### src/rtl/grid_triangle_strip_indexer_defines.svh
// assertion macros for the grid triangle strip indexer
`ifndef GRID_TRIANGLE_STRIP_INDEXER_DEFINES_SVH
`define GRID_TRIANGLE_STRIP_INDEXER_DEFINES_SVH

// same-cycle implication, checked outside reset
`define GTSI_ASSERT_NOW(label, clk, rstn, ante, cons) \
    label: assert property (@(posedge clk) disable iff (!(rstn)) (ante) |-> (cons)) \
        else $error("gtsi same-cycle check failed");

// next-cycle implication, checked outside reset
`define GTSI_ASSERT_NEXT(label, clk, rstn, ante, cons) \
    label: assert property (@(posedge clk) disable iff (!(rstn)) (ante) |=> (cons)) \
        else $error("gtsi next-cycle check failed");

`endif

### src/rtl/gtsi_pkg.sv
// shared types and constants of the grid triangle strip indexer
`default_nettype none

package gtsi_pkg;

    localparam int unsigned MAX_SIDE_VERTS = 256;
    localparam int unsigned SIDE_W         = 9;
    localparam int unsigned ROW_W          = 8;
    localparam int unsigned INDEX_W        = 16;
    localparam int unsigned PHASE_W        = 3;

    typedef logic [SIDE_W-1:0]  side_t;
    typedef logic [ROW_W-1:0]   row_t;
    typedef logic [PHASE_W-1:0] phase_t;

    // phase codes
    localparam phase_t PH_FIRST  = 3'd0;
    localparam phase_t PH_SECOND = 3'd1;
    localparam phase_t PH_JOIN0  = 3'd2;
    localparam phase_t PH_JOIN1  = 3'd3;
    localparam phase_t PH_JOIN2  = 3'd4;
    localparam phase_t PH_JOIN3  = 3'd5;

    // register indexes
    localparam logic CFG_X_VERTS = 1'b0;
    localparam logic CFG_Y_VERTS = 1'b1;

    localparam side_t SIDE_RESET = 9'd17;
    localparam side_t SIDE_MIN   = 9'd2;
    localparam side_t SIDE_MAX   = side_t'(MAX_SIDE_VERTS);

endpackage

`default_nettype wire

### src/rtl/grid_triangle_strip_indexer.sv
// grid triangle strip indexer: serpentine strip over a vertex grid with degenerate row joins
// the index of an accepted word is registered and shows at m_tdata from the next cycle
// one word per cycle unless m_tready stalls; row multiply, position update share one stage
// s_tready stays high while the output register is empty or being drained
// reset (aresetn low, synchronous): strip position to its first index, output empty,
// x_verts and y_verts back to 17
`default_nettype none
`include "grid_triangle_strip_indexer_defines.svh"

module grid_triangle_strip_indexer (
    input  wire logic        aclk,
    input  wire logic        aresetn,
    // configuration write port
    input  wire logic        cfg_we,
    input  wire logic        cfg_index,
    input  wire logic [8:0]  cfg_data,
    // request channel
    input  wire logic        s_tvalid,
    output logic             s_tready,
    input  wire logic [7:0]  s_tdata,   // [0] restart, [7:1] zero
    // index channel
    output logic             m_tvalid,
    input  wire logic        m_tready,
    output logic [15:0]      m_tdata,   // [15:0] vertex_index
    output logic [0:0]       m_tuser,   // [0] is_join
    output logic             m_tlast    // final index of the strip
);

    // configuration registers, hold the raw written bits
    gtsi_pkg::side_t x_verts_reg;
    gtsi_pkg::side_t y_verts_reg;

    // strip position
    gtsi_pkg::row_t   row_reg,   row_next;
    gtsi_pkg::side_t  col_reg,   col_next;
    gtsi_pkg::phase_t phase_reg, phase_next;

    // output register
    logic                              m_valid_reg;
    logic [gtsi_pkg::INDEX_W-1:0]      index_reg, index_next;
    logic                              join_reg,  join_next;
    logic                              last_reg,  last_next;

    logic s_fire;

    // clamped grid shape
    gtsi_pkg::side_t x_side;
    gtsi_pkg::side_t y_side;
    gtsi_pkg::side_t ix;        // last column
    gtsi_pkg::side_t p_rows;    // quad rows, 1..255

    // position after restart and sanity check
    logic             go_start;
    gtsi_pkg::row_t   cur_row;
    gtsi_pkg::side_t  cur_col;
    gtsi_pkg::phase_t cur_phase;
    gtsi_pkg::side_t  row_p1;
    gtsi_pkg::side_t  col_rev;
    logic             odd_row;

    // index datapath
    gtsi_pkg::side_t row_sel;
    gtsi_pkg::side_t col_sel;
    logic [2*gtsi_pkg::SIDE_W-1:0] row_base;
    logic [2*gtsi_pkg::SIDE_W-1:0] index_full;

    assign s_tready = !m_valid_reg || m_tready;
    assign s_fire   = s_tvalid && s_tready;

    assign m_tvalid   = m_valid_reg;
    assign m_tdata    = index_reg;
    assign m_tuser[0] = join_reg;
    assign m_tlast    = last_reg;

    // out-of-range sides are used as the nearest legal value
    always_comb begin
        if (x_verts_reg < gtsi_pkg::SIDE_MIN) begin
            x_side = gtsi_pkg::SIDE_MIN;
        end else if (x_verts_reg > gtsi_pkg::SIDE_MAX) begin
            x_side = gtsi_pkg::SIDE_MAX;
        end else begin
            x_side = x_verts_reg;
        end
        if (y_verts_reg < gtsi_pkg::SIDE_MIN) begin
            y_side = gtsi_pkg::SIDE_MIN;
        end else if (y_verts_reg > gtsi_pkg::SIDE_MAX) begin
            y_side = gtsi_pkg::SIDE_MAX;
        end else begin
            y_side = y_verts_reg;
        end
        ix     = x_side - 9'd1;
        p_rows = y_side - 9'd1;
    end

    // restart on request, on an unknown phase or on a position outside the current grid
    always_comb begin
        go_start = s_tdata[0]
                || (phase_reg > gtsi_pkg::PH_JOIN3)
                || ({1'b0, row_reg} >= p_rows)
                || ((phase_reg <= gtsi_pkg::PH_SECOND)
                    && ((col_reg >= x_side) || ((row_reg != '0) && (col_reg == '0))))
                || ((phase_reg >= gtsi_pkg::PH_JOIN0)
                    && (({1'b0, row_reg} + 9'd1) >= p_rows));
        if (go_start) begin
            cur_row   = '0;
            cur_col   = '0;
            cur_phase = gtsi_pkg::PH_FIRST;
        end else begin
            cur_row   = row_reg;
            cur_col   = col_reg;
            cur_phase = phase_reg;
        end
        row_p1  = {1'b0, cur_row} + 9'd1;
        col_rev = ix - cur_col;
        odd_row = cur_row[0];
    end

    // pick the grid row and column of this index
    always_comb begin
        row_sel = {1'b0, cur_row};
        col_sel = cur_col;
        case (cur_phase)
            gtsi_pkg::PH_FIRST: begin
                row_sel = odd_row ? {1'b0, cur_row} : row_p1;
                col_sel = odd_row ? col_rev : cur_col;
            end
            gtsi_pkg::PH_SECOND: begin
                row_sel = odd_row ? row_p1 : {1'b0, cur_row};
                col_sel = odd_row ? col_rev : cur_col;
            end
            gtsi_pkg::PH_JOIN3: begin
                // even rows step down to the next row here
                row_sel = odd_row ? row_p1 : row_p1 + 9'd1;
                col_sel = odd_row ? '0 : ix;
            end
            gtsi_pkg::PH_JOIN2: begin
                // odd rows step down one entry earlier
                row_sel = odd_row ? row_p1 + 9'd1 : row_p1;
                col_sel = odd_row ? '0 : ix;
            end
            default: begin
                row_sel = row_p1;
                col_sel = odd_row ? '0 : ix;
            end
        endcase
        row_base   = row_sel * x_side;
        index_full = row_base + {9'd0, col_sel};
    end

    // flags and position advance
    always_comb begin
        index_next = index_full[gtsi_pkg::INDEX_W-1:0];
        join_next  = (cur_phase >= gtsi_pkg::PH_JOIN0);
        last_next  = (cur_phase == gtsi_pkg::PH_SECOND) && (cur_col == ix)
                  && (row_p1 == p_rows);

        row_next   = cur_row;
        col_next   = cur_col;
        phase_next = cur_phase;
        case (cur_phase)
            gtsi_pkg::PH_FIRST: begin
                phase_next = gtsi_pkg::PH_SECOND;
            end
            gtsi_pkg::PH_SECOND: begin
                if (cur_col < ix) begin
                    col_next   = cur_col + 9'd1;
                    phase_next = gtsi_pkg::PH_FIRST;
                end else if (row_p1 < p_rows) begin
                    phase_next = gtsi_pkg::PH_JOIN0;
                end else begin
                    // end of strip, wrap to the first index
                    row_next   = '0;
                    col_next   = '0;
                    phase_next = gtsi_pkg::PH_FIRST;
                end
            end
            gtsi_pkg::PH_JOIN3: begin
                // later rows skip their shared first column
                row_next   = row_p1[gtsi_pkg::ROW_W-1:0];
                col_next   = 9'd1;
                phase_next = gtsi_pkg::PH_FIRST;
            end
            default: begin
                phase_next = cur_phase + 3'd1;
            end
        endcase
    end

    always_ff @(posedge aclk) begin
        if (!aresetn) begin
            x_verts_reg <= gtsi_pkg::SIDE_RESET;
            y_verts_reg <= gtsi_pkg::SIDE_RESET;
            row_reg     <= '0;
            col_reg     <= '0;
            phase_reg   <= gtsi_pkg::PH_FIRST;
            m_valid_reg <= 1'b0;
        end else begin
            if (cfg_we) begin
                unique case (cfg_index)
                    gtsi_pkg::CFG_X_VERTS: x_verts_reg <= cfg_data;
                    gtsi_pkg::CFG_Y_VERTS: y_verts_reg <= cfg_data;
                    default: ;
                endcase
            end
            if (s_fire) begin
                row_reg     <= row_next;
                col_reg     <= col_next;
                phase_reg   <= phase_next;
                m_valid_reg <= 1'b1;
            end else if (m_tready) begin
                m_valid_reg <= 1'b0;
            end
        end
    end

    // output payload, no reset needed
    always_ff @(posedge aclk) begin
        if (s_fire) begin
            index_reg <= index_next;
            join_reg  <= join_next;
            last_reg  <= last_next;
        end
    end

    // the strip never ends on a join entry
    `GTSI_ASSERT_NOW(a_last_not_join, aclk, aresetn, m_valid_reg && last_reg, !join_reg)
    // after the final index the position is back at the first index
    `GTSI_ASSERT_NEXT(a_wrap_to_start, aclk, aresetn, s_fire && last_next,
        (row_reg == '0) && (col_reg == '0) && (phase_reg == gtsi_pkg::PH_FIRST))
    // a restart always delivers the first pair half, never a join
    `GTSI_ASSERT_NEXT(a_restart_no_join, aclk, aresetn, s_fire && s_tdata[0],
        m_valid_reg && !join_reg && (phase_reg == gtsi_pkg::PH_SECOND))

endmodule

`default_nettype wire

### config.mk
export PLATFORM = sky130hd
export DESIGN_NAME = grid_triangle_strip_indexer
export DESIGN_NICKNAME = d
export VERILOG_FILES = /design/src/rtl/gtsi_pkg.sv /design/src/rtl/grid_triangle_strip_indexer.sv
export VERILOG_INCLUDE_DIRS = /design/src /design/src/rtl
export SDC_FILE = /design/constraint.sdc
export NUM_CORES = 1
export LEC_CHECK = 0
export CAP_MARGIN = 10
export CORE_MARGIN = 4
export CORE_UTILIZATION = 25
export CTS_CLUSTER_SIZE = 24
export DETAILED_ROUTE_END_ITERATION = 10
export DONT_BUFFER_PORTS = 1
export GPL_TIMING_DRIVEN = 1
export HOLD_SLACK_MARGIN = 0.1
export PLACE_DENSITY = 0.41
export SETUP_SLACK_MARGIN = 0.3
export SYNTH_ARGS = -nofsm -noshare
export SYNTH_HDL_FRONTEND = slang
export SYNTH_SLANG_ARGS = --single-unit
### constraint.sdc
create_clock -name aclk -period 24.4 [get_ports aclk]
set_input_delay 1.22 -clock aclk [delete_from_list [all_inputs] [get_ports aclk]]
set_output_delay 1.22 -clock aclk [all_outputs]
set_load 0.05 [all_outputs]
==> qor.yml, run 1 <==
status:
  status: "finished, final reports clean"
placed_design:
  place_ws_ns: 11.31
  post-place-cells: 1359
  io_buffers: 0
  post-dp-hpwl_um: 19170
  place.gp.congestion: 0.8368
clocking:
  cts_inserted_buffers: 9
  clock_path_buffers: 2
  clk_latency_ns: 0.35
  clkTransAtPathRegs_ns: 0.06
  cts_tree: "yes"
  htreeDepth: 3
  clock-root-buffer: "clkbuf_16"
  post-cts-setup-buffer-count: 0
  ctsResizeCount: 0
  cts_hold_buf: 0
  cts.sinks: 57
power:
  internal_power_uw: 221.9
  swShare: 0.3892
  pwr-share-clk: 0.376
  power_density_nw_per_um2: 42.21
  ir_drop_mv: 0.02373
  share_comb_of_total_power: 0.291
  p_switching_uw: 141.4
  power.leakage_nw: 3.727
  seq_power_share: 0.333
sta:
  min_period_ns: 12.95
  period_share: 0.5309
  slew_headroom: 0.2989
  setup_slack_ns: 11.45
  fmax_mhz: 77.20
  final_hold_viol_count: 0
  setup_viol: 0
  fin_tns_setup_ns: 0
  rsz0062_at_grt: "false"
  worstMarginPinSlew_ns: 1.048
  fin_skew_ns: 0.008368
  final_max_slew_viol_count: 0
global_routing:
  grt_pass1_vias: 7115
  grt_max_degree: 40
  grt_pass1_wl_um: 40500
  overflow: 0
  grtUsageTotal: 0.1493
  antenna_found_initial: 0
detailed_routing:
  vias: 7000
  wl_per_cell_um: 18.01
  top_layer_used: "met4"
  drtIter0Drc: 395
  drcViolationCount: 0
  drt-pass1-iter-count: 5
  finalWirelength_um: 24790
  wl_met1_um: 12050
  wl_met3_um: 1043
  vias_per_cell: 5.087
  wl_met2_um: 11150
  antenna_left: 0
worst_setup_path:
  critPathMaxStageDelay_ns: 0.83
  crit_path_start: "y_verts_reg[2]"
  reg2reg_slack_ns: 11.45
  reg2reg_depth: 44
  worst-setup-path-type: "flip-flop to flip-flop"
  cp.required_ns: 24.49
  cpMaxStageDelayCell: "xor2_1"
  path_common_cell: "inv_1"
  arrival_ns: 13.05
  cp-endpoint: "m_tdata[15]"
  r2r-end: "m_tdata[15]"
  critPathLaunchType: "flip-flop"
  path_max_fanout: 39
  reg2reg_from: "y_verts_reg[2]"
  endpoint_kind: "flip-flop"
logic_synthesis:
  synthCells: 992
  yosysMostFrequentCell: "nand2_1"
  synth_flop_cell: "dfxtp_1"
  syn_avg_cell_area_sq_um: 8.008
  synth_top_family_by_area: "adder cells"
  synth_area_sq_um: 7944
  synth_top_area_frac: 0.1496
  synth_compound_area_frac: 0.1923
  ys_types: 83
  syn-num-nets: 1165
  synthAdderAreaFrac: 0.2923
  synth-simple-area-share: 0.2282
  ys_seq_area_frac: 0.1663
  synth_xor_xnor_area_share: 0.05135
  muxShareOfSynthArea: 0.005040
  async_reset_ff_frac: 0
  synth_top_area_cell: "ha_1"
  synth-edff-count: 18
  synth_common_cells: "120 x nand2_1, 101 x nor2_1, 95 x ha_1"
  ys.warnings.count: 0
  netlist_top_cells_area: "ha_1 15%, fa_1 14%, dfxtp_1 9.8%"
  ys_ff_latch: 57
layout:
  area_delta_synth_final_pct: 8.379
  finalNonFillerCells: 1376
  layout-drive-gt1-share: 0.05242
  fin_nets: 1141
  largest_reg_flops: 16
floorplanning:
  die_y_um: 186.3
  start_util: 0.2524
  coreArea_sq_um: 31470
  std_cell_rows: 65
  die_x_um: 186.3
  num_io_pins: 43
  dieArea_sq_um: 34690
job:
  drv_cap: 0
worst_hold_path:
  worstHoldStart: "phase_reg[0]"
  hp-class: "flip-flop to flip-flop"
## worst min-delay path by stage
| stage | endpoint | slack [ns] | depth (start not counted) |
|---|---|---|---|
| 6_report | phase_reg[0] | 0.47 | 1 |
| 5_1_grt | phase_reg[0] | 0.49 | 1 |
| 4_1_cts | phase_reg[0] | 0.48 | 1 |
| 3_5_place_dp | phase_reg[0] | 0.47 | 1 |
| 3_3_place_gp | phase_reg[0] | 0.45 | 1 |
| 2_1_floorplan | phase_reg[0] | 0.43 | 1 |
## metal layers
layer | up-vias | GRT usage
li1 | 3436 | -
met1 | 3387 | 0.2118
met2 | 149 | 0.2373
met3 | 28 | 0.01925
met4 | 0 | 0.04576
met5 | - | 0
## area by class of cell
class                           count  area [sq um]
Timing Repair Buffer                4         30.03
Tap cell                          402         503.0
Clock inverter                      7         78.83
Inverter                           90         337.8
Sequential cell                    57          1321
Clock buffer                        9         225.2
Fill cell                        3421         22860
Multi-Input combinational cell    806          6111
Antenna cell                        1         2.502
## per-stage QoR
step                hold WS, ns  total power [mW]  area (sq um)  utilization
floorplan                0.4314            0.2019          7944            -
global placement         0.4487            0.2292          8303       0.2638
detailed placement       0.4666            0.2287          8303       0.2638
CTS                      0.4789            0.3673          8607       0.2735
global route             0.4938            0.3856          8607       0.2735
finish                   0.4749            0.3634          8610       0.2735
## critical path, delay by kind of cell, from the launching register on
| kind | cells | cell delay, ns |
|---|---|---|
| buffers and inverters | 6 | 0.60 |
| xor gates and xnor gates | 2 | 1.21 |
| DFF | 1 | 0.38 |
| and+or+nand+nor | 12 | 2.73 |
| AOI/OAI and AO/OA | 14 | 3.51 |
| adders and majority gates | 10 | 4.25 |
## kinds of logic after synthesis
| logic type | Yosys count |
|---|---|
| AND/OR/NAND/NOR | 380 |
| multiplexers | 4 |
| adder cells (fa/ha/maj) | 153 |
| flip-flops | 57 |
| buffers and inverters | 129 |
| AO/OA/AOI/OAI | 224 |
| XOR/XNOR | 45 |
## power by group through the flow
stage	Combinational, mW	Clock [mW]	Sequential, mW
global route	0.120	0.144	0.122
finish	0.106	0.137	0.121
floorplan	0.0817	0	0.120
global placement	0.106	0	0.123
CTS	0.106	0.140	0.121
detailed placement	0.106	0	0.123
## layout by cell type (no fill, tap or decap), types with 4 or more instances in the layout
cell type  instances
a211o_1            4
a211oi_1           6
a21o_1             6
a21oi_1           68
a221oi_1           4
a22oi_1            6
a311oi_1           4
a31oi_1            9
and2_1            18
and3_1             9
buf_4              4
clkbuf_16          9
dfxtp_1           39
edfxtp_1          18
fa_1              55
ha_1              95
inv_1             88
mux2i_1            4
nand2_1          120
nand2b_1          10
nand3_1           33
nand4_1           12
nor2_1           101
nor2b_1           23
nor3_1            22
nor4_1            11
o211ai_1           5
o21a_1            11
o21ai_0           42
o21bai_1           7
o22ai_1            4
o31ai_1            5
or2_2              6
xnor2_1           28
xor2_1            16
No activity file was read; power rests on OpenSTA's default activity.
==> inputs of run 2 (changes only) <==
Clock period 24.4 ns to 12.69 ns, I/O delays scaled along.
==> run 2 against run 1 <==
Against the previous run: clock skew increased by 0.0037 ns; via count increased by 0.86%; die area unchanged; count of clock-buffer cells in the layout unchanged; flip-flop and latch count unchanged; combinational power increased by 96%; sequential share of layout area decreased by 0.17 points; setup slack got worse by 10 ns; global-route usage increased by 0.24 points.
==> qor.yml, run 2 (synthesized netlist as in run 1, its figures left out) <==
placed_design:
  post-dp-hpwl_um: 19650
  place.gp.congestion: 0.8527
  post-place-cells: 1372
  place_area_sq_um: 8401
  io_buffers: 0
  place_ws_ns: 1.316
detailed_routing:
  antenna_left: 0
  wl_per_cell_um: 18.26
  vias: 7060
  drtIter0Drc: 531
  finalWirelength_um: 25350
  drt-pass1-iter-count: 6
  vias_per_cell: 5.086
  drcViolationCount: 0
worst_setup_path:
  critPathMaxStageDelay_ns: 0.72
  cpLargestDelayFamily: "adder cells"
  crit_path_start: "y_verts_reg[2]"
  cp_num_buf_inv: 5
  cp.required_ns: 12.78
  arrival_ns: 11.42
  reg2reg_from: "y_verts_reg[2]"
  endpoint_kind: "flip-flop"
  critPathLaunchType: "flip-flop"
  worst-setup-path-type: "flip-flop to flip-flop"
  cpMaxStageDelayCell: "a311oi_2"
  path_max_fanout: 17
floorplanning:
  start_util: 0.2524
  num_io_pins: 43
  die_y_um: 186.3
  coreArea_sq_um: 31470
  dieArea_sq_um: 34690
  std_cell_rows: 65
  die_x_um: 186.3
sta:
  final_hold_viol_count: 0
  fin_tns_setup_ns: 0
  min_period_ns: 11.33
  worstMarginPinSlew_ns: 0.9158
  fin_skew_ns: 0.01203
  slew_headroom: 0.3857
  setup_viol: 0
  whs_ns: 0.3717
  fmax_mhz: 88.24
  period_share: 0.8931
  rsz0062_at_grt: "false"
  final_max_slew_viol_count: 0
  setup_slack_ns: 1.357
clocking:
  clock-root-buffer: "clkbuf_16"
  cts_inserted_buffers: 9
  cts_tree: "yes"
  ctsResizeCount: 0
  post-cts-setup-buffer-count: 0
  htreeDepth: 3
  clkTransAtPathRegs_ns: 0.06
  cts_hold_buf: 0
  clock_path_buffers: 2
  cts.sinks: 57
  clk_latency_ns: 0.35
layout:
  largest_reg_flops: 16
  utilization: 0.2765
  area_delta_synth_final_pct: 9.561
  finalNonFillerCells: 1388
  layout-drive-gt1-share: 0.06491
  most-common-layout-cells: "120 x nand2_1, 101 x nor2_1, 95 x ha_1"
  fin_nets: 1154
  final_common_cell: "nand2_1"
  n_antenna_cell: 0
  final_area_sq_um: 8703
global_routing:
  overflow: 0
  grt_max_degree: 32
  grtUsageTotal: 0.1517
  grt_pass1_wl_um: 41250
  grt_pass1_vias: 7243
  antenna_found_initial: 0
worst_hold_path:
  worstHoldStart: "aresetn"
  hp-class: "input port to flip-flop"
power:
  power.total_uw: 701.8
  ir_drop_mv: 0.04690
  power_density_nw_per_um2: 80.63
  power.leakage_nw: 3.790
job:
  drv_cap: 0
status:
  status: "finished, final reports clean"
-- run 2: cell count changes in the layout (fill, tap and decap cells not counted), sizes merged --
cell,change
buf,+13
clkinv,-1
clkinvlp,+1
diode,-1
-- run 2: routing by layer --
| metal | wire length (um) | vias to the layer above | GRT usage |
|---|---|---|---|
| met4 | 431 | 0 | 0.03906 |
| met1 | 12500 | 3439 | 0.2180 |
| met5 | 0 | - | 0 |
| met2 | 11360 | 157 | 0.2416 |
| li1 | - | 3438 | - |
| met3 | 1053 | 26 | 0.01925 |
-- run 2: path summary, 6_finish.rpt --
path,cells after the start,slack (ns),endpoint
max,43,1.36,m_tdata[15]
min,1,0.37,y_verts_reg[0]
max reg2reg,43,1.36,m_tdata[15]
min reg2reg,1,0.46,phase_reg[0]
-- run 2: area by class of cell --
cell class | count | area, sq um
Clock buffer | 9 | 225.2
Clock inverter | 7 | 77.57
Fill cell | 3426 | 22770
Inverter | 90 | 337.8
Multi-Input combinational cell | 806 | 6111
Sequential cell | 57 | 1321
Tap cell | 402 | 503.0
Timing Repair Buffer | 17 | 127.6
-- run 2: power breakdown --
part | leakage (nW) | switching (mW) | internal, mW
Combinational | 3.14 | 0.133 | 0.0747
Sequential | 0.498 | 0.0317 | 0.201
Clock | 0.146 | 0.108 | 0.154
